==> src/rtl/core/csvfs_pkg.sv <==
// ----------------------------------------------------------------------------
// csvfs_pkg
// Types and constants shared by the CSV field splitter.
// ----------------------------------------------------------------------------
package csvfs_pkg;

  localparam logic [7:0] QUOTE_BYTE     = 8'h22;
  localparam logic [7:0] ESCAPE_BYTE    = 8'h5C;
  localparam logic [7:0] SPACE_BYTE     = 8'h20;
  localparam logic [7:0] TAB_BYTE       = 8'h09;
  localparam logic [7:0] SEPARATOR_RST  = 8'd44;

  localparam int unsigned CFG_ADDR_W    = 3;
  localparam int unsigned CFG_DATA_W    = 32;
  localparam logic        REG_SEPARATOR = 1'b0;

  typedef struct packed {
    logic [7:0] text_byte;
    logic       end_of_text;
  } in_item_t;

  typedef struct packed {
    logic [7:0] field_byte;
    logic       byte_valid;
    logic       field_end;
    logic       text_done;
  } out_item_t;

  typedef struct packed {
    logic      load;
    logic      has_result;
    out_item_t item;
  } res_ctl_t;

endpackage

==> src/rtl/core/csvfs_if.sv <==
// ----------------------------------------------------------------------------
// csvfs_if
// Valid/ready channels for text bytes in and field results out.
// ----------------------------------------------------------------------------
interface csvfs_in_if;
  logic       valid;
  logic       ready;
  logic [7:0] text_byte;
  logic       end_of_text;

  modport source (output valid, output text_byte, output end_of_text, input ready);
  modport sink   (input valid, input text_byte, input end_of_text, output ready);
endinterface

interface csvfs_out_if;
  logic       valid;
  logic       ready;
  logic [7:0] field_byte;
  logic       byte_valid;
  logic       field_end;
  logic       text_done;

  modport source (output valid, output field_byte, output byte_valid, output field_end,
                  output text_done, input ready);
  modport sink   (input valid, input field_byte, input byte_valid, input field_end,
                  input text_done, output ready);
endinterface

==> src/rtl/core/csvfs_cfg.sv <==
// ----------------------------------------------------------------------------
// csvfs_cfg
// APB register file holding the separator byte.
// ----------------------------------------------------------------------------
module csvfs_cfg (
  input  logic                              clk,
  input  logic                              rst_n,
  input  logic                              psel,
  input  logic                              penable,
  input  logic                              pwrite,
  input  logic [csvfs_pkg::CFG_ADDR_W-1:0]  paddr,
  input  logic [csvfs_pkg::CFG_DATA_W-1:0]  pwdata,
  output logic [csvfs_pkg::CFG_DATA_W-1:0]  prdata,
  output logic                              pready,
  output logic [7:0]                        separator
);
  import csvfs_pkg::*;

  logic [7:0] sep_r;
  logic [7:0] sep_nxt;
  logic       wr_en;

  assign wr_en = psel && penable && pwrite && (paddr[2] == REG_SEPARATOR);

  always_comb begin
    sep_nxt = sep_r;
    if (wr_en) begin
      sep_nxt = pwdata[7:0];
    end
  end

  always_ff @(posedge clk) begin
    if (!rst_n) begin
      sep_r <= SEPARATOR_RST;
    end else begin
      sep_r <= sep_nxt;
    end
  end

  always_comb begin
    prdata = '0;
    if (paddr[2] == REG_SEPARATOR) begin
      prdata = {{(CFG_DATA_W-8){1'b0}}, sep_r};
    end
  end

  assign pready    = 1'b1;
  assign separator = sep_r;

endmodule

==> src/rtl/core/csvfs_core.sv <==
// ----------------------------------------------------------------------------
// csvfs_core
// Input register, parser state and per-byte field split logic.
// ----------------------------------------------------------------------------
module csvfs_core (
  input  logic                 clk,
  input  logic                 rst_n,
  input  logic [7:0]           separator,
  input  logic                 in_valid,
  output logic                 in_ready,
  input  csvfs_pkg::in_item_t  in_item,
  input  logic                 res_can_load,
  output csvfs_pkg::res_ctl_t  res_ctl
);
  import csvfs_pkg::*;

  logic     s1_valid_r, s1_valid_nxt;
  in_item_t s1_item_r;
  logic     advance;

  logic [7:0] held_byte_r, held_byte_nxt;
  logic       held_valid_r, held_valid_nxt;
  logic       inq_r, inq_nxt;
  logic       esc_r, esc_nxt;
  logic       afs_r, afs_nxt;
  logic       skip_r, skip_nxt;
  logic       fwq_r, fwq_nxt;

  logic       has_res;
  out_item_t  res;
  logic       proceed;
  logic       put;
  logic [7:0] b;

  assign advance  = s1_valid_r && res_can_load;
  assign in_ready = !s1_valid_r || res_can_load;
  assign b        = s1_item_r.text_byte;

  always_comb begin
    s1_valid_nxt = s1_valid_r;
    if (in_ready) begin
      s1_valid_nxt = in_valid;
    end
  end

  always_comb begin
    held_byte_nxt  = held_byte_r;
    held_valid_nxt = held_valid_r;
    inq_nxt        = inq_r;
    esc_nxt        = esc_r;
    afs_nxt        = afs_r;
    skip_nxt       = skip_r;
    fwq_nxt        = fwq_r;
    has_res        = 1'b0;
    res            = '0;
    proceed        = 1'b1;
    put            = 1'b0;
    if (s1_item_r.end_of_text) begin
      has_res        = 1'b1;
      res.field_end  = 1'b1;
      res.text_done  = 1'b1;
      held_byte_nxt  = '0;
      held_valid_nxt = 1'b0;
      inq_nxt        = 1'b0;
      esc_nxt        = 1'b0;
      afs_nxt        = 1'b1;
      skip_nxt       = 1'b0;
      fwq_nxt        = 1'b0;
    end else begin
      if (skip_r) begin
        if (b == SPACE_BYTE || b == TAB_BYTE) begin
          proceed = 1'b0;
        end else begin
          skip_nxt = 1'b0;
        end
      end
      if (proceed) begin
        if (esc_r) begin
          esc_nxt = 1'b0;
          put     = 1'b1;
        end else if (b == separator && !inq_r) begin
          has_res        = 1'b1;
          res.field_end  = 1'b1;
          held_byte_nxt  = '0;
          held_valid_nxt = 1'b0;
          fwq_nxt        = 1'b0;
          afs_nxt        = 1'b1;
          skip_nxt       = 1'b1;
        end else if (b == QUOTE_BYTE) begin
          inq_nxt = !inq_r;
          if (afs_r) begin
            afs_nxt = 1'b0;
            fwq_nxt = 1'b1;
          end else begin
            put = 1'b1;
          end
        end else begin
          if (b == ESCAPE_BYTE) begin
            esc_nxt = 1'b1;
          end
          put = 1'b1;
        end
      end
      if (put) begin
        afs_nxt = 1'b0;
        if (fwq_r) begin
          if (held_valid_r) begin
            has_res        = 1'b1;
            res.field_byte = held_byte_r;
            res.byte_valid = 1'b1;
          end
          held_byte_nxt  = b;
          held_valid_nxt = 1'b1;
        end else begin
          has_res        = 1'b1;
          res.field_byte = b;
          res.byte_valid = 1'b1;
        end
      end
    end
  end

  always_ff @(posedge clk) begin
    if (!rst_n) begin
      s1_valid_r   <= 1'b0;
      held_byte_r  <= '0;
      held_valid_r <= 1'b0;
      inq_r        <= 1'b0;
      esc_r        <= 1'b0;
      afs_r        <= 1'b1;
      skip_r       <= 1'b0;
      fwq_r        <= 1'b0;
    end else begin
      s1_valid_r <= s1_valid_nxt;
      if (advance) begin
        held_byte_r  <= held_byte_nxt;
        held_valid_r <= held_valid_nxt;
        inq_r        <= inq_nxt;
        esc_r        <= esc_nxt;
        afs_r        <= afs_nxt;
        skip_r       <= skip_nxt;
        fwq_r        <= fwq_nxt;
      end
    end
  end

  always_ff @(posedge clk) begin
    if (in_ready && in_valid) begin
      s1_item_r <= in_item;
    end
  end

  assign res_ctl.load       = advance;
  assign res_ctl.has_result = has_res;
  assign res_ctl.item       = res;

  a_end_no_byte: assert property (@(posedge clk) disable iff (!rst_n)
    (advance && has_res && res.field_end) |-> (!res.byte_valid && res.field_byte == 8'd0))
    else $error("field end result carries a byte");

  a_eot_restart: assert property (@(posedge clk) disable iff (!rst_n)
    (advance && s1_item_r.end_of_text) |=> (afs_r && !inq_r && !esc_r && !held_valid_r))
    else $error("end of text did not restart parser state");

  a_held_quoted: assert property (@(posedge clk) disable iff (!rst_n)
    held_valid_r |-> fwq_r)
    else $error("held byte outside a quoted field");

endmodule

==> src/rtl/core/csvfs_out.sv <==
// ----------------------------------------------------------------------------
// csvfs_out
// Result register driving the output channel.
// ----------------------------------------------------------------------------
module csvfs_out (
  input  logic                 clk,
  input  logic                 rst_n,
  input  csvfs_pkg::res_ctl_t  res_ctl,
  output logic                 can_load,
  output logic                 out_valid,
  input  logic                 out_ready,
  output csvfs_pkg::out_item_t out_item
);
  import csvfs_pkg::*;

  logic      valid_r, valid_nxt;
  out_item_t item_r;

  assign can_load = !valid_r || out_ready;

  always_comb begin
    valid_nxt = valid_r;
    if (can_load) begin
      valid_nxt = res_ctl.load && res_ctl.has_result;
    end
  end

  always_ff @(posedge clk) begin
    if (!rst_n) begin
      valid_r <= 1'b0;
    end else begin
      valid_r <= valid_nxt;
    end
  end

  always_ff @(posedge clk) begin
    if (can_load && res_ctl.load && res_ctl.has_result) begin
      item_r <= res_ctl.item;
    end
  end

  assign out_valid = valid_r;
  assign out_item  = item_r;

endmodule

==> src/rtl/core/csv_field_splitter.sv <==
// ----------------------------------------------------------------------------
// csv_field_splitter
// Splits a byte stream into CSV fields with quote, escape and blank handling.
// ----------------------------------------------------------------------------
// Bytes are parsed from the input register; results load the result register.
// Throughput: one byte per cycle unless output stalls; combinational parse.
// Reset: synchronous active-low rst_n clears the parser and sets the
// separator to a comma; no clearing pass.
// ----------------------------------------------------------------------------
module csv_field_splitter (
  input  logic                              clk,
  input  logic                              rst_n,
  csvfs_in_if.sink                          in_ch,
  csvfs_out_if.source                       out_ch,
  input  logic                              psel,
  input  logic                              penable,
  input  logic                              pwrite,
  input  logic [csvfs_pkg::CFG_ADDR_W-1:0]  paddr,
  input  logic [csvfs_pkg::CFG_DATA_W-1:0]  pwdata,
  output logic [csvfs_pkg::CFG_DATA_W-1:0]  prdata,
  output logic                              pready
);
  import csvfs_pkg::*;

  logic       [7:0] separator;
  logic             can_load;
  logic             in_ready;
  res_ctl_t         res_ctl;
  in_item_t         in_item;
  out_item_t        out_item;
  logic             out_valid;

  assign in_item.text_byte   = in_ch.text_byte;
  assign in_item.end_of_text = in_ch.end_of_text;
  assign in_ch.ready         = in_ready;

  csvfs_cfg u_cfg (
    .clk       (clk),
    .rst_n     (rst_n),
    .psel      (psel),
    .penable   (penable),
    .pwrite    (pwrite),
    .paddr     (paddr),
    .pwdata    (pwdata),
    .prdata    (prdata),
    .pready    (pready),
    .separator (separator)
  );

  csvfs_core u_core (
    .clk          (clk),
    .rst_n        (rst_n),
    .separator    (separator),
    .in_valid     (in_ch.valid),
    .in_ready     (in_ready),
    .in_item      (in_item),
    .res_can_load (can_load),
    .res_ctl      (res_ctl)
  );

  csvfs_out u_out (
    .clk       (clk),
    .rst_n     (rst_n),
    .res_ctl   (res_ctl),
    .can_load  (can_load),
    .out_valid (out_valid),
    .out_ready (out_ch.ready),
    .out_item  (out_item)
  );

  assign out_ch.valid      = out_valid;
  assign out_ch.field_byte = out_item.field_byte;
  assign out_ch.byte_valid = out_item.byte_valid;
  assign out_ch.field_end  = out_item.field_end;
  assign out_ch.text_done  = out_item.text_done;

endmodule

==> src/flat_wrapper.sv <==
// flat-port wrapper written by rule: the top's interface ports become plain ports
module csv_field_splitter_flat import csvfs_pkg::*;
  (clk, rst_n, psel, penable, pwrite, paddr, pwdata, prdata, pready, in_ch_valid, in_ch_text_byte, in_ch_end_of_text, in_ch_ready, out_ch_valid, out_ch_field_byte, out_ch_byte_valid, out_ch_field_end, out_ch_text_done, out_ch_ready);
  csvfs_in_if in_ch_i ();
  csvfs_out_if out_ch_i ();
  input  logic clk;
  input  logic rst_n;
  input  logic psel;
  input  logic penable;
  input  logic pwrite;
  input  logic [csvfs_pkg::CFG_ADDR_W-1:0] paddr;
  input  logic [csvfs_pkg::CFG_DATA_W-1:0] pwdata;
  output logic [csvfs_pkg::CFG_DATA_W-1:0] prdata;
  output logic pready;
  input wire logic [$bits(in_ch_i.valid)-1:0] in_ch_valid;
  input wire logic [$bits(in_ch_i.text_byte)-1:0] in_ch_text_byte;
  input wire logic [$bits(in_ch_i.end_of_text)-1:0] in_ch_end_of_text;
  output wire logic [$bits(in_ch_i.ready)-1:0] in_ch_ready;
  output wire logic [$bits(out_ch_i.valid)-1:0] out_ch_valid;
  output wire logic [$bits(out_ch_i.field_byte)-1:0] out_ch_field_byte;
  output wire logic [$bits(out_ch_i.byte_valid)-1:0] out_ch_byte_valid;
  output wire logic [$bits(out_ch_i.field_end)-1:0] out_ch_field_end;
  output wire logic [$bits(out_ch_i.text_done)-1:0] out_ch_text_done;
  input wire logic [$bits(out_ch_i.ready)-1:0] out_ch_ready;
  assign in_ch_i.valid = in_ch_valid;
  assign in_ch_i.text_byte = in_ch_text_byte;
  assign in_ch_i.end_of_text = in_ch_end_of_text;
  assign in_ch_ready = in_ch_i.ready;
  assign out_ch_valid = out_ch_i.valid;
  assign out_ch_field_byte = out_ch_i.field_byte;
  assign out_ch_byte_valid = out_ch_i.byte_valid;
  assign out_ch_field_end = out_ch_i.field_end;
  assign out_ch_text_done = out_ch_i.text_done;
  assign out_ch_i.ready = out_ch_ready;
  csv_field_splitter u_core (.clk(clk), .rst_n(rst_n), .in_ch(in_ch_i), .out_ch(out_ch_i), .psel(psel), .penable(penable), .pwrite(pwrite), .paddr(paddr), .pwdata(pwdata), .prdata(prdata), .pready(pready));
endmodule
==> config.mk <==
export PLATFORM = sky130hd
export DESIGN_NAME = csv_field_splitter_flat
export DESIGN_NICKNAME = d
export VERILOG_FILES = /design/src/rtl/core/csvfs_pkg.sv /design/src/rtl/core/csvfs_if.sv /design/src/rtl/core/csvfs_cfg.sv /design/src/rtl/core/csvfs_core.sv /design/src/rtl/core/csvfs_out.sv /design/src/rtl/core/csv_field_splitter.sv /design/src/flat_wrapper.sv
export SDC_FILE = /design/constraint.sdc
export NUM_CORES = 1
export LEC_CHECK = 0
export ABC_CLOCK_PERIOD_IN_PS = 3000
export BUFFER_PORTS_ARGS = -buffer_cell sky130_fd_sc_hd__buf_2
export CAP_MARGIN = 20
export CORE_MARGIN = 1
export CORE_UTILIZATION = 49
export CTS_BUF_LIST = sky130_fd_sc_hd__clkbuf_8
export CTS_CLUSTER_SIZE = 12
export DETAILED_ROUTE_END_ITERATION = 8
export GPL_ROUTABILITY_DRIVEN = 0
export PLACE_DENSITY = 0.94
export SLEW_MARGIN = 20
export SYNTH_ARGS = -nofsm -noshare
export SYNTH_HDL_FRONTEND = slang
export SYNTH_SLANG_ARGS = --single-unit
==> constraint.sdc <==
create_clock -name clk -period 3 [get_ports clk]
set_input_delay 0.3 -clock clk [delete_from_list [all_inputs] [get_ports clk]]
set_output_delay 0.3 -clock clk [all_outputs]
set_load 0.005 [all_outputs]
# [Word-level counts from Yosys, hierarchy flattened]
# Cells that the tools add are included.
[totals] inputBits=51 output_inout_bits=46 ff_bits=44 word_cells=113
[op_classes] bitwise=2 muxes=61 n_eq_ne=8 reduce_logical=26
[ops] op="$mux W8" count=7
[ops] op="$mux W1" count=52
[ops] op="$mux W9" count=2
[ops] op="$eq A8 B6 Y1 const B" count=2
[ops] op="$reduce_and A5 Y1" count=2
[ops] op="$logic_and A1 B1 Y1" count=9
[ops] op="$reduce_bool A3 Y1" count=3
[ops] op="$eq A8 B4 Y1 const B" count=1
[ops] op="$eq A8 B7 Y1 const B" count=1
[ops] op="$eq A8 B8 Y1" count=1
[ops] op="$ne A2 B2 Y1 const B" count=2
[ops] op="$reduce_and A4 Y1" count=1
[ops] op="$reduce_bool A2 Y1" count=2
[ops] op="$reduce_bool A4 Y1" count=1
[ops] op="$logic_not A1 Y1" count=3
[ops] op="$logic_or A1 B1 Y1" count=3
[ops] op="$ne A3 B2 Y1 const B" count=1
[ops] op="$not A1 Y1" count=2
[ops] op="$reduce_and A2 Y1" count=1
[ops] op="$reduce_or A2 Y1" count=1

# [Depth between registers and ports, before layout]
# Gate-level depths: netlist of the first run.
[logic_depth] word_depth=11 depth_mapped=7 depth_no_buf=5

# [Modules after synthesis]
# Synthesis of the first run repeated with hierarchy kept, for this count alone.
[hier_totals] cells_unflattened=222 hier_area_um2=2321.0
[by_module_without_submodules] module="csvfs_core" seq_area_each_um2=570.5 n_inst=1 area_per_inst_um2=1320.0 cells_each=136
[by_module_without_submodules] module="csvfs_cfg" seq_area_each_um2=160.2 n_inst=1 area_per_inst_um2=605.6 cells_each=70
[by_module_without_submodules] module="csvfs_out" seq_area_each_um2=350.3 n_inst=1 area_per_inst_um2=395.4 cells_each=16

# [Worst setup path before layout of the first run]
# Ideal clock, no wire load.
[synth_path] kind="register -> register" start="register u_core.u_core.s1_item_r (netlist bit u_core.u_core.b[3])" end="register u_core.u_out.item_r (netlist bit u_core.u_out.out_item[0]) (enable)" path_buffers=2 path_stages_with_launch=8 t_arrival_ns=2.100 period_less_slack_ns=2.482 path_slack_ns=0.518 cell_sequence="edfxtp_1 buf_2 xor2_1 nor4_1 and3_1 buf_2 o21ai_0 a21oi_1"
[synth_between] elab_chain_len=11
[synth_lines] item="start, declared" line_no="csvfs_core.sv:18" text="in_item_t s1_item_r;"
[synth_lines] item="start signal, assigned" line_no="csvfs_core.sv:149" text="s1_item_r <= in_item;"
[synth_lines] item="$eq A8 B6 Y1 or $eq A8 B4 Y1 (tied branches)" line_no="csvfs_core.sv:71" text="if (b == SPACE_BYTE || b == TAB_BYTE) begin"
[synth_lines] item="$logic_or A1 B1 Y1" line_no="csvfs_core.sv:71"
[synth_lines] item="$mux W1" line_no="csvfs_core.sv:71"
[synth_lines] item="$mux W1" line_no="csvfs_core.sv:70" text="if (skip_r) begin"
[synth_lines] item="$mux W1" line_no="csvfs_core.sv:58" text="if (s1_item_r.end_of_text) begin"
[synth_lines] item="$mux W1" line_no="csvfs_core.sv:77" text="if (proceed) begin"
[synth_lines] item="$mux W1" line_no="csvfs_core.sv:107" text="if (held_valid_r) begin"
[synth_lines] item="$mux W1" line_no="csvfs_core.sv:106" text="if (fwq_r) begin"
[synth_lines] item="$mux W1 *" line_no="csvfs_core.sv:104" text="if (put) begin"
[synth_lines] item="$mux W1 *" line_no="csvfs_core.sv:58"
[synth_lines] item="$logic_and A1 B1 Y1 *" line_no="csvfs_out.sv:37" text="if (can_load && res_ctl.load && res_ctl.has_result) begin"
[synth_lines] item="end signal, assigned" line_no="csvfs_out.sv:38" text="item_r <= res_ctl.item;"
[synth_lines] item="end, declared" line_no="csvfs_out.sv:17" text="out_item_t item_r;"
# Every way passes the cells marked *; elsewhere a longest branch is shown, timed or not. The select of a mux whose other input is x is not followed.
# A chain may end at the register's enable or synchronous reset.

# [Final worst setup path of the first run]
[layout_path] start="register u_core.u_core.s1_item_r (netlist bit u_core.u_core.b[3])" end="register u_core.u_out.item_r (netlist bit u_core.u_out.out_item[6]), data pin"
[layout_between] elab_chain_len=9
[layout_lines] item="$eq A8 B6 Y1 or $eq A8 B4 Y1 (tied branches)" line_no="csvfs_core.sv:71"
[layout_lines] item="$logic_or A1 B1 Y1" line_no="csvfs_core.sv:71"
[layout_lines] item="$mux W1" line_no="csvfs_core.sv:71"
[layout_lines] item="$mux W1" line_no="csvfs_core.sv:70"
[layout_lines] item="$mux W1" line_no="csvfs_core.sv:58"
[layout_lines] item="$mux W1" line_no="csvfs_core.sv:77"
[layout_lines] item="$mux W1" line_no="csvfs_core.sv:58"
[layout_lines] item="$not A1 Y1 (no source line)"
[layout_lines] item="$reduce_or A2 Y1 (no source line)"
# Several ways; a longest one is shown, not always the timed one. The select of a mux whose other input is x is not followed.

==> impl_metrics.py, run 1 <==
metrics = {
    "clocking": {
        "cts_sinks": 44,
        "cts_resized": 0,
        "ctsLongestPathBuffers": 2,
        "cts_hold_repair.buffers": 0,
        "cts-root-buf": "clkbuf_8",
        "path_clk_slew_ns": 0.08,
        "cts_buffers": 5,
        "ctsHtreeMaxLevel": 2,
        "insertion_delay_ns": 0.30,
        "cts_tree": "built",
        "post-cts-setup-buffer-count": 0,
    },
    "job": {
        "cap_violations": 0,
    },
    "grt": {
        "antenna_found_initial": 0,
        "track_usage_pct": 19.7,
        "grt-ovfl-total": 0,
        "grt_pass1_vias": 1762,
        "grt_max_degree": 19,
        "grt_pass1_wl_um": 7730,
    },
    "floorplan": {
        "die_h_um": 70.6,
        "num_rows": 24,
        "ios": 97,
        "die_w_um": 70.6,
        "initial_core_util_pct": 51.9,
        "core_area_um2": 4440,
        "die-area_um2": 4990,
    },
    "placed_design": {
        "dpl.cell_count": 331,
        "portBuffers": 45,
        "dp_hpwl_um": 3400,
    },
    "setup_path": {
        "critPathKind": "flop to flop",
        "critPathRequiredTime_ns": 3.03,
        "crit_path_max_incr_delay_ns": 0.54,
        "slowest_stage": "edfxtp_1",
        "worstPathCellList": "xor2_1 > nor4_1 > nand3_1 > nand4_1 > nor2_1",
        "end_kind": "flop",
        "crit_path_start_kind": "flop",
        "arrival_ns": 2.56,
        "critPathMaxFanout": 12,
    },
    "logic_synthesis": {
        "syn_area_um2": 2310,
        "ys_warn_count": 0,
        "synth.distinct_cells": 40,
        "syn_avg_cell_area_um2": 9.49,
        "ys_seq_area_share_pct": 46.9,
        "ys_ff_latch": 44,
        "postSynthCellCount": 243,
    },
    "final_layout": {
        "seqCellArea_um2": 1080,
        "antenna_cells": 0,
        "multiInputGateArea_um2": 1060,
        "area_delta_synth_final_pct": 11.2,
        "n_fill_cell": 404,
        "stdcell_count": 339,
        "nets": 337,
        "final_common_cell": "buf_2",
        "layout_common_cells": "45 x buf_2, 26 x nand2_1, 25 x conb_1, 24 x dfxtp_1, 20 x edfxtp_1",
        "layout-drive-gt1-share_pct": 20.2,
    },
    "sta": {
        "setup_viol": 0,
        "hold_viol": 0,
        "period_share_pct": 84.1,
        "worstMarginPinSlew_ns": 0.637,
        "setup-tns-final_ns": 0,
        "fmax_mhz": 396,
        "slew_violations": 0,
        "period_needed_ns": 2.52,
        "fin_skew_ns": 0.00641,
        "slew_headroom_pct": 57.2,
        "grt_setup_unrepaired": "no",
    },
    "drt": {
        "vias_per_cell": 5.52,
        "avgRoutedWirePerCell_um": 13.8,
        "dr.pass1.iters": 6,
        "routed_wl_um": 4670,
        "dr_total_vias": 1871,
        "ant_nets": 0,
        "route.detailed.drc": 6,
        "drtIter0Drc": 139,
    },
    "pwr": {
        "swShare_pct": 24.7,
        "p_int_mw": 0.851,
        "total_power_mw": 1.13,
        "switchingPower_mw": 0.280,
        "cellPowerDensity_nw_per_um2": 441,
        "max-vdd-ir-drop_uv": 259,
        "seqPwrFrac_pct": 59.3,
        "comb_power_share_pct": 9.0,
        "p_leak_nw": 1.02,
        "clockPowerShare_pct": 31.6,
    },
    "status": {
        "status": "finished with violations",
        "violations": "DRC",
    },
    "worst_hold_path": {
        "min_path_type": "primary input to flop",
    },
}
[layer usage]
layer / share of wire (%) / global-route usage [%] / wire, um / up-vias
met3: 7.3 / 5.13 / 342 / 11
met4: 2.3 / 10.2 / 108 / 0
li1: - / - / - / 899
met2: 50 / 33.1 / 2340 / 87
met1: 40 / 23.4 / 1870 / 874
met5: 0 / 0 / 0 / -
[cell families after synthesis]
| family | share of synthesized area, % |
|---|---|
| flip-flops | 46.9 |
| multiplexers | 3.47 |
| AO/OA/AOI/OAI | 11.9 |
| XOR/XNOR | 3.04 |
| buffers and inverters | 11.0 |
| other | 0.326 |
| AND/OR/NAND/NOR | 23.4 |
[critical path: cells and delay by family, from the launching register on]
kind	cells	cell delay, ns
xor gates and xnor gates	1	0.20
DFF	1	0.54
and+or+nand+nor	4	1.51
[final timing paths]
check	from	cells after the start	slack (ns)	to
min	in_ch_text_byte[5]	1	0.17	u_core.u_core.b[5]$_DFFE_PP_
max	u_core.u_core.b[3]$_DFFE_PP_	5	0.48	u_core.u_out.out_item[6]$_SDFFCE_PP0P_
min reg2reg	u_core.u_core.held_byte_r[1]$_SDFFE_PN0P_	2	0.47	u_core.u_core.held_byte_r[1]$_SDFFE_PN0P_
max reg2reg	u_core.u_core.b[3]$_DFFE_PP_	5	0.48	u_core.u_out.out_item[6]$_SDFFCE_PP0P_
[synth_stat cells]
cell	instances	area share, %
o21ai_2	1	0.38
nand2_1	26	4.2
nand4b_1	1	0.38
clkbuf_1	7	1.1
a21oi_1	14	3.0
conb_1	2	0.33
nor4b_1	1	0.38
nand2b_1	2	0.54
and2_1	1	0.27
o2111ai_1	1	0.38
nor4_1	3	0.81
a31oi_1	1	0.27
o21ai_0	2	0.43
xor2_1	8	3.0
o2111ai_4	1	1.1
nand4_1	3	0.81
a21boi_0	5	1.6
edfxtp_1	20	26
nand3b_1	8	2.6
a21o_1	1	0.33
buf_4	25	8.1
nor3b_1	1	0.33
o31ai_1	8	2.6
and4b_1	2	0.87
o221ai_1	2	0.76
nor2b_1	12	3.3
a21boi_1	1	0.33
mux2i_1	8	3.5
or4b_1	1	0.43
nand3_1	16	3.5
nor2_1	14	2.3
a32o_1	1	0.43
nor3_1	4	0.87
buf_2	4	0.87
dfxtp_1	24	21
and3_1	4	1.1
nor4bb_1	1	0.43
inv_1	5	0.81
and3b_1	1	0.38
o21ai_1	1	0.22
[flip-flops by register name (all words and copies together), names as in the netlist, 8 cells and up]
name,flops
u_core.u_core.held_byte_r,8
u_core.u_core.b,8
u_core.u_out.out_item,11
u_core.u_cfg.separator,8
[stage by stage]
| stage | worst slack (ns) | util (%) | hold slack [ns] | area, um2 |
|---|---|---|---|---|
| 2_1_floorplan | 0.518 | - | 0.399 | 2390 |
| 3_3_place_gp | 0.612 | 55.8 | 0.450 | 2480 |
| 3_5_place_dp | 0.560 | 55.8 | 0.460 | 2480 |
| 4_1_cts | 0.542 | 57.7 | 0.167 | 2560 |
| 5_1_grt | 0.306 | 57.7 | 0.158 | 2560 |
| 6_report | 0.477 | 57.7 | 0.172 | 2560 |
[layout make-up]
cell class                 instances  area share [%]
inverter                           5           0.732
sequential                        44            42.1
tap                               52            2.54
multi-input combinational        181            41.3
clock inverter                     3           0.634
timing repair buffer              49            9.95
clock buffer                       5            2.68
[power groups by stage]
stage	logic, mW	registers (mW)	clock network (mW)
global placement	0.0966	0.684	0
detailed placement	0.101	0.684	0
CTS	0.102	0.670	0.363
finish	0.102	0.671	0.358
global route	0.115	0.673	0.389
floorplan	0.0864	0.676	0
(Power assumes the default switching activity.)
==> run 2: changes to the inputs <==
--- a/config.mk
+++ b/config.mk
@@ -5,16 +5,16 @@
 export SDC_FILE = /design/constraint.sdc
 export NUM_CORES = 1
 export LEC_CHECK = 0
-export ABC_CLOCK_PERIOD_IN_PS = 3000
+export ABC_CLOCK_PERIOD_IN_PS = 2220
 export BUFFER_PORTS_ARGS = -buffer_cell sky130_fd_sc_hd__buf_2
 export CAP_MARGIN = 20
 export CORE_MARGIN = 1
-export CORE_UTILIZATION = 49
+export CORE_UTILIZATION = 45
 export CTS_BUF_LIST = sky130_fd_sc_hd__clkbuf_8
 export CTS_CLUSTER_SIZE = 12
 export DETAILED_ROUTE_END_ITERATION = 8
 export GPL_ROUTABILITY_DRIVEN = 0
-export PLACE_DENSITY = 0.94
+export PLACE_DENSITY = 0.91
 export SLEW_MARGIN = 20
 export SYNTH_ARGS = -nofsm -noshare
 export SYNTH_HDL_FRONTEND = slang
==> constraint.sdc (replaced) <==
create_clock -name clk -period 2.22 [get_ports clk]
set_input_delay 0.222 -clock clk [delete_from_list [all_inputs] [get_ports clk]]
set_output_delay 0.222 -clock clk [all_outputs]
set_load 0.005 [all_outputs]
==> run 2 against run 1 <==
Against the previous run: the flow now finishes without violations; critical endpoint is now u_core.u_out.out_item[2]$_SDFFCE_PP0P_; critical path depth rose by 1; core utilization decreased by 2.3 points; fmax increased by 19%; flip-flop and latch count unchanged; final cell count rose by 5.9%; clock skew is 0.0048 ns higher; global-route usage decreased by 1.3 points.
==> impl_metrics.py, run 2 (same netlist as run 1, synthesis figures left out) <==
metrics = {
    "status": {
        "status": "complete, no violations",
    },
    "final_layout": {
        "antenna_cells": 0,
        "largest_reg_flops": 11,
        "area_delta_synth_final_pct": 15.7,
        "layout-drive-gt1-share_pct": 22.6,
        "finalInstanceArea_um2": 2670,
        "nets": 342,
        "n_fill_cell": 441,
        "fin_util_pct": 55.4,
        "seqCellArea_um2": 1080,
        "layout_common_cells": "45 x buf_2, 26 x nand2_1, 25 x conb_1, 24 x dfxtp_1, 20 x edfxtp_1",
        "multiInputGateArea_um2": 1070,
        "final_common_cell": "buf_2",
    },
    "sta": {
        "fin_skew_ns": 0.0112,
        "grt_setup_unrepaired": "no",
        "setup_viol": 0,
        "setup-tns-final_ns": 0,
        "period_needed_ns": 2.11,
        "slew_violations": 0,
        "hold_viol": 0,
        "slew_headroom_pct": 62.2,
        "period_share_pct": 95.1,
        "worstMarginPinSlew_ns": 0.563,
        "fmax_mhz": 473,
    },
    "drt": {
        "dr.pass1.iters": 4,
        "ant_nets": 0,
        "drtIter0Drc": 134,
        "routed_wl_um": 4480,
        "vias_per_cell": 5.11,
        "dr_total_vias": 1836,
        "route.detailed.drc": 0,
        "avgRoutedWirePerCell_um": 12.5,
    },
    "pwr": {
        "p_leak_nw": 1.06,
        "max-vdd-ir-drop_uv": 469,
        "cellPowerDensity_nw_per_um2": 621,
    },
    "clocking": {
        "ctsLongestPathBuffers": 2,
        "cts_buffers": 5,
        "post-cts-setup-buffer-count": 0,
        "cts_hold_repair.buffers": 0,
        "insertion_delay_ns": 0.31,
        "cts-root-buf": "clkbuf_8",
        "cts_tree": "built",
        "path_clk_slew_ns": 0.08,
        "cts_resized": 0,
        "ctsHtreeMaxLevel": 2,
        "cts_sinks": 44,
    },
    "grt": {
        "grt_pass1_vias": 1663,
        "track_usage_pct": 18.4,
        "grt_max_degree": 19,
        "antenna_found_initial": 0,
        "grt-ovfl-total": 0,
        "grt_pass1_wl_um": 7490,
    },
    "floorplan": {
        "ios": 97,
        "initial_core_util_pct": 47.9,
        "die-area_um2": 5420,
        "die_w_um": 73.6,
        "die_h_um": 73.6,
        "core_area_um2": 4820,
        "num_rows": 25,
    },
    "job": {
        "cap_violations": 0,
    },
    "setup_path": {
        "slowest_stage": "edfxtp_1",
        "critPathMaxFanout": 11,
        "critPathKind": "flop to flop",
        "worstPathCellList": "xor2_1 > nor3_1 > and3_1 > o21ai_0 > a21oi_2 > buf_12",
        "critPathRequiredTime_ns": 2.25,
        "end_kind": "flop",
        "arrival_ns": 2.14,
        "crit_path_max_incr_delay_ns": 0.51,
        "crit_path_start_kind": "flop",
    },
    "placed_design": {
        "dp_hpwl_um": 3250,
        "portBuffers": 45,
        "dpl_cell_area_um2": 2560,
    },
    "worst_hold_path": {
        "min_path_type": "primary input to flop",
    },
}
## run 2: layout make-up
| type | count | share of cell area [%] |
|---|---|---|
| clock buffers | 5 | 2.58 |
| clock inverters | 3 | 1.59 |
| inverters | 5 | 0.703 |
| multi-input cells | 181 | 40.1 |
| flip-flops and latches | 44 | 40.5 |
| well taps | 67 | 3.14 |
| repair buffers | 54 | 11.4 |
## run 2: worst paths after layout
path | startpoint | to | slack, ns | cells after the start
max reg2reg | u_core.u_core.b[2]$_DFFE_PP_ | u_core.u_out.out_item[2]$_SDFFCE_PP0P_ | 0.11 | 6
max | u_core.u_core.b[2]$_DFFE_PP_ | u_core.u_out.out_item[2]$_SDFFCE_PP0P_ | 0.11 | 6
min reg2reg | u_core.u_core.held_byte_r[6]$_SDFFE_PN0P_ | u_core.u_core.held_byte_r[6]$_SDFFE_PN0P_ | 0.47 | 2
min | in_ch_end_of_text | u_core.u_core.s1_item_r[0]$_DFFE_PP_ | 0.1 | 1
## run 2: through the flow
stage	setup WS, ns	total power, mW	hold slack, ns	instances
after floorplan	0.0165	1.03	0.321	266
final	0.108	1.66	0.0954	359
after detailed placement	0.129	1.07	0.400	351
after global placement	0.206	1.06	0.400	351
after CTS	0.124	1.67	0.0842	359
after global routing	0.0387	1.73	0.0728	359
## run 2: worst max-delay path: cells and delay by family (launching register included)
kind | cells | cell delay [ns]
simple gates | 2 | 0.62
compound gates | 2 | 0.35
flops | 1 | 0.51
xor+xnor | 1 | 0.19
buf+inv | 1 | 0.15
## run 2: report_power, final
part	total (mW)	switching (mW)	internal (mW)
Combinational	0.152	0.0861	0.0655
Sequential	0.902	0.0249	0.877
Clock	0.605	0.272	0.333
Total	1.66	0.383	1.28
## run 2: per-layer routing
metal | track usage [%] | vias to the layer above | routed length (um)
li1 | - | 907 | -
met1 | 21.3 | 853 | 1960
met2 | 31.6 | 72 | 2230
met3 | 5.90 | 4 | 251
met4 | 7.05 | 0 | 43
met5 | 0 | - | 0
==> run 3: changes to the inputs <==
--- a/config.mk
+++ b/config.mk
@@ -8,6 +8,7 @@
 export ABC_CLOCK_PERIOD_IN_PS = 2220
 export BUFFER_PORTS_ARGS = -buffer_cell sky130_fd_sc_hd__buf_2
 export CAP_MARGIN = 20
+export CORE_ASPECT_RATIO = 1.2
 export CORE_MARGIN = 1
 export CORE_UTILIZATION = 45
 export CTS_BUF_LIST = sky130_fd_sc_hd__clkbuf_8
==> run 3 against run 2 <==
Against the previous run: setup slack improved by 0.052 ns; flip-flop and latch count did not move; final cell count up 0.28%; sequential power shrank 0.6%; hold slack got worse by 0.0038 ns; via count grew 4.6%; wire length grew 7.9%; largest power group unchanged.
==> impl_metrics.py, run 3 (same netlist as run 1, synthesis figures left out) <==
metrics = {
    "worst_hold_path": {
        "hold_depth": 1,
        "holdPathEnd": "u_core.u_core.b[4]$_DFFE_PP_",
        "min_path_type": "primary input to flop",
        "hp-start": "in_ch_text_byte[4]",
    },
    "sta": {
        "period_needed_ns": 2.06,
        "slew_violations": 0,
        "slew_headroom_pct": 57.7,
        "fmax_mhz": 485,
        "worstMarginPinSlew_ns": 0.631,
        "hold_viol": 0,
        "fin_skew_ns": 0.0111,
        "period_share_pct": 92.8,
        "whs_ns": 0.0916,
        "setup_viol": 0,
        "finalWorstSetupSlack_ns": 0.160,
        "grt_setup_unrepaired": "no",
    },
    "final_layout": {
        "layout_common_cells": "45 x buf_2, 26 x nand2_1, 25 x conb_1, 24 x dfxtp_1, 20 x edfxtp_1",
        "layout-drive-gt1-share_pct": 24.7,
        "final_common_cell": "buf_2",
        "nets": 350,
        "area_delta_synth_final_pct": 19.8,
        "n_fill_cell": 451,
        "fin_util_pct": 56.0,
        "largest_reg_flops": 11,
        "finalInstanceArea_um2": 2760,
        "antenna_cells": 0,
    },
    "floorplan": {
        "die_w_um": 67.4,
        "die-area_um2": 5420,
        "num_rows": 28,
        "ios": 97,
        "core_area_um2": 4940,
        "initial_core_util_pct": 46.7,
        "die_h_um": 80.4,
    },
    "grt": {
        "grt_pass1_vias": 1687,
        "grt-ovfl-total": 0,
        "grt_pass1_wl_um": 7860,
        "grt_max_degree": 19,
        "track_usage_pct": 19.5,
        "antenna_found_initial": 0,
    },
    "placed_design": {
        "portBuffers": 45,
        "place_ws_ns": -0.0140,
        "dp_hpwl_um": 3500,
        "dpl_cell_area_um2": 2600,
    },
    "drt": {
        "route.detailed.drc": 0,
        "drtIter0Drc": 87,
        "dr_total_vias": 1920,
        "dr.pass1.iters": 4,
        "ant_nets": 0,
        "vias_per_cell": 5.33,
        "avgRoutedWirePerCell_um": 13.4,
        "routed_wl_um": 4840,
    },
    "setup_path": {
        "r2r-start": "u_core.u_core.b[7]$_DFFE_PP_",
        "critPathRequiredTime_ns": 2.25,
        "worstPathCellList": "buf_4 > nor4bb_1 > and3_1 > a21oi_1 > o21ai_1 > a21oi_4",
        "arrival_ns": 2.09,
        "r2r_slack_ns": 0.16,
        "crit_path_start_kind": "flop",
        "crit_path_max_incr_delay_ns": 0.43,
        "end_kind": "flop",
        "reg2reg_depth": 6,
        "critPathMaxFanout": 11,
        "critPathKind": "flop to flop",
        "slowest_stage": "nor4bb_1",
        "r2r_end": "u_core.u_out.out_item[2]$_SDFFCE_PP0P_",
    },
    "clocking": {
        "cts_buffers": 5,
        "ctsHtreeMaxLevel": 2,
        "cts_sinks": 44,
        "cts_tree": "built",
        "ctsLongestPathBuffers": 2,
        "insertion_delay_ns": 0.31,
        "cts-root-buf": "clkbuf_8",
        "path_clk_slew_ns": 0.08,
        "cts_hold_repair.buffers": 0,
    },
    "job": {
        "cap_violations": 0,
    },
    "status": {
        "status": "complete, no violations",
    },
    "pwr": {
        "total_power_mw": 1.90,
        "cellPowerDensity_nw_per_um2": 688,
        "max-vdd-ir-drop_uv": 595,
        "p_leak_nw": 1.12,
    },
}
run 3: what timing repair did:
action                                  in CTS  in global routing
gates resized for setup                      1                  1
buffers inserted                             0                  0
endpoints found under the setup margin      11                 12
run 3: worst max path at each step:
| stage | startpoint | end | cells past startpoint |
|---|---|---|---|
| floorplan | u_core.u_core.b[3]$_DFFE_PP_ | u_core.u_out.out_item[0]$_DFFE_PP_ | 7 |
| global placement | u_core.u_core.b[1]$_DFFE_PP_ | u_core.u_out.out_item[10]$_SDFFCE_PP0P_ | 5 |
| detailed placement | u_core.u_core.b[1]$_DFFE_PP_ | u_core.u_out.out_item[4]$_SDFFCE_PP0P_ | 5 |
| CTS | u_core.u_core.b[7]$_DFFE_PP_ | u_core.u_out.out_item[2]$_SDFFCE_PP0P_ | 6 |
| global route | u_core.u_core.b[7]$_DFFE_PP_ | u_core.u_out.out_item[2]$_SDFFCE_PP0P_ | 6 |
| finish | u_core.u_core.b[7]$_DFFE_PP_ | u_core.u_out.out_item[2]$_SDFFCE_PP0P_ | 6 |
run 3: where the power goes:
part	internal (mW)	switching [mW]
clock network	0.563	0.277
logic	0.0699	0.0941
registers	0.877	0.0203
total	1.51	0.391
run 3: through the flow:
stage	TNS [ns]	cells
2_1_floorplan	0	266
3_3_place_gp	0	352
3_5_place_dp	-0.146	352
4_1_cts	0	360
5_1_grt	0	360
6_report	0	360
run 3: worst max-delay path: cells and delay by family, from the launching register on:
kind / cells / cell delay (ns)
AOI/OAI and AO/OA: 3 / 0.51
buffers and inverters: 1 / 0.17
DFF: 1 / 0.41
and+or+nand+nor: 2 / 0.70
run 3: layer usage:
metal  vias up  share of wire (%)  track usage (%)
met3        11                6.0             4.69
met2        86                 53             34.2
met1       902                 38             22.1
met5         -                  0                0
li1        921                  -                -
met4         0                2.2             7.87
run 3: cell type report:
| class | count | area [um2] | area share [%] |
|---|---|---|---|
| clock buffers | 5 | 68.8 | 2.49 |
| clock inverters | 3 | 90.1 | 3.26 |
| inverters | 5 | 18.8 | 0.679 |
| multi-input cells | 181 | 1080 | 39.0 |
| flip-flops and latches | 44 | 1080 | 39.1 |
| well taps | 60 | 75.1 | 2.72 |
| repair buffers | 62 | 353 | 12.8 |
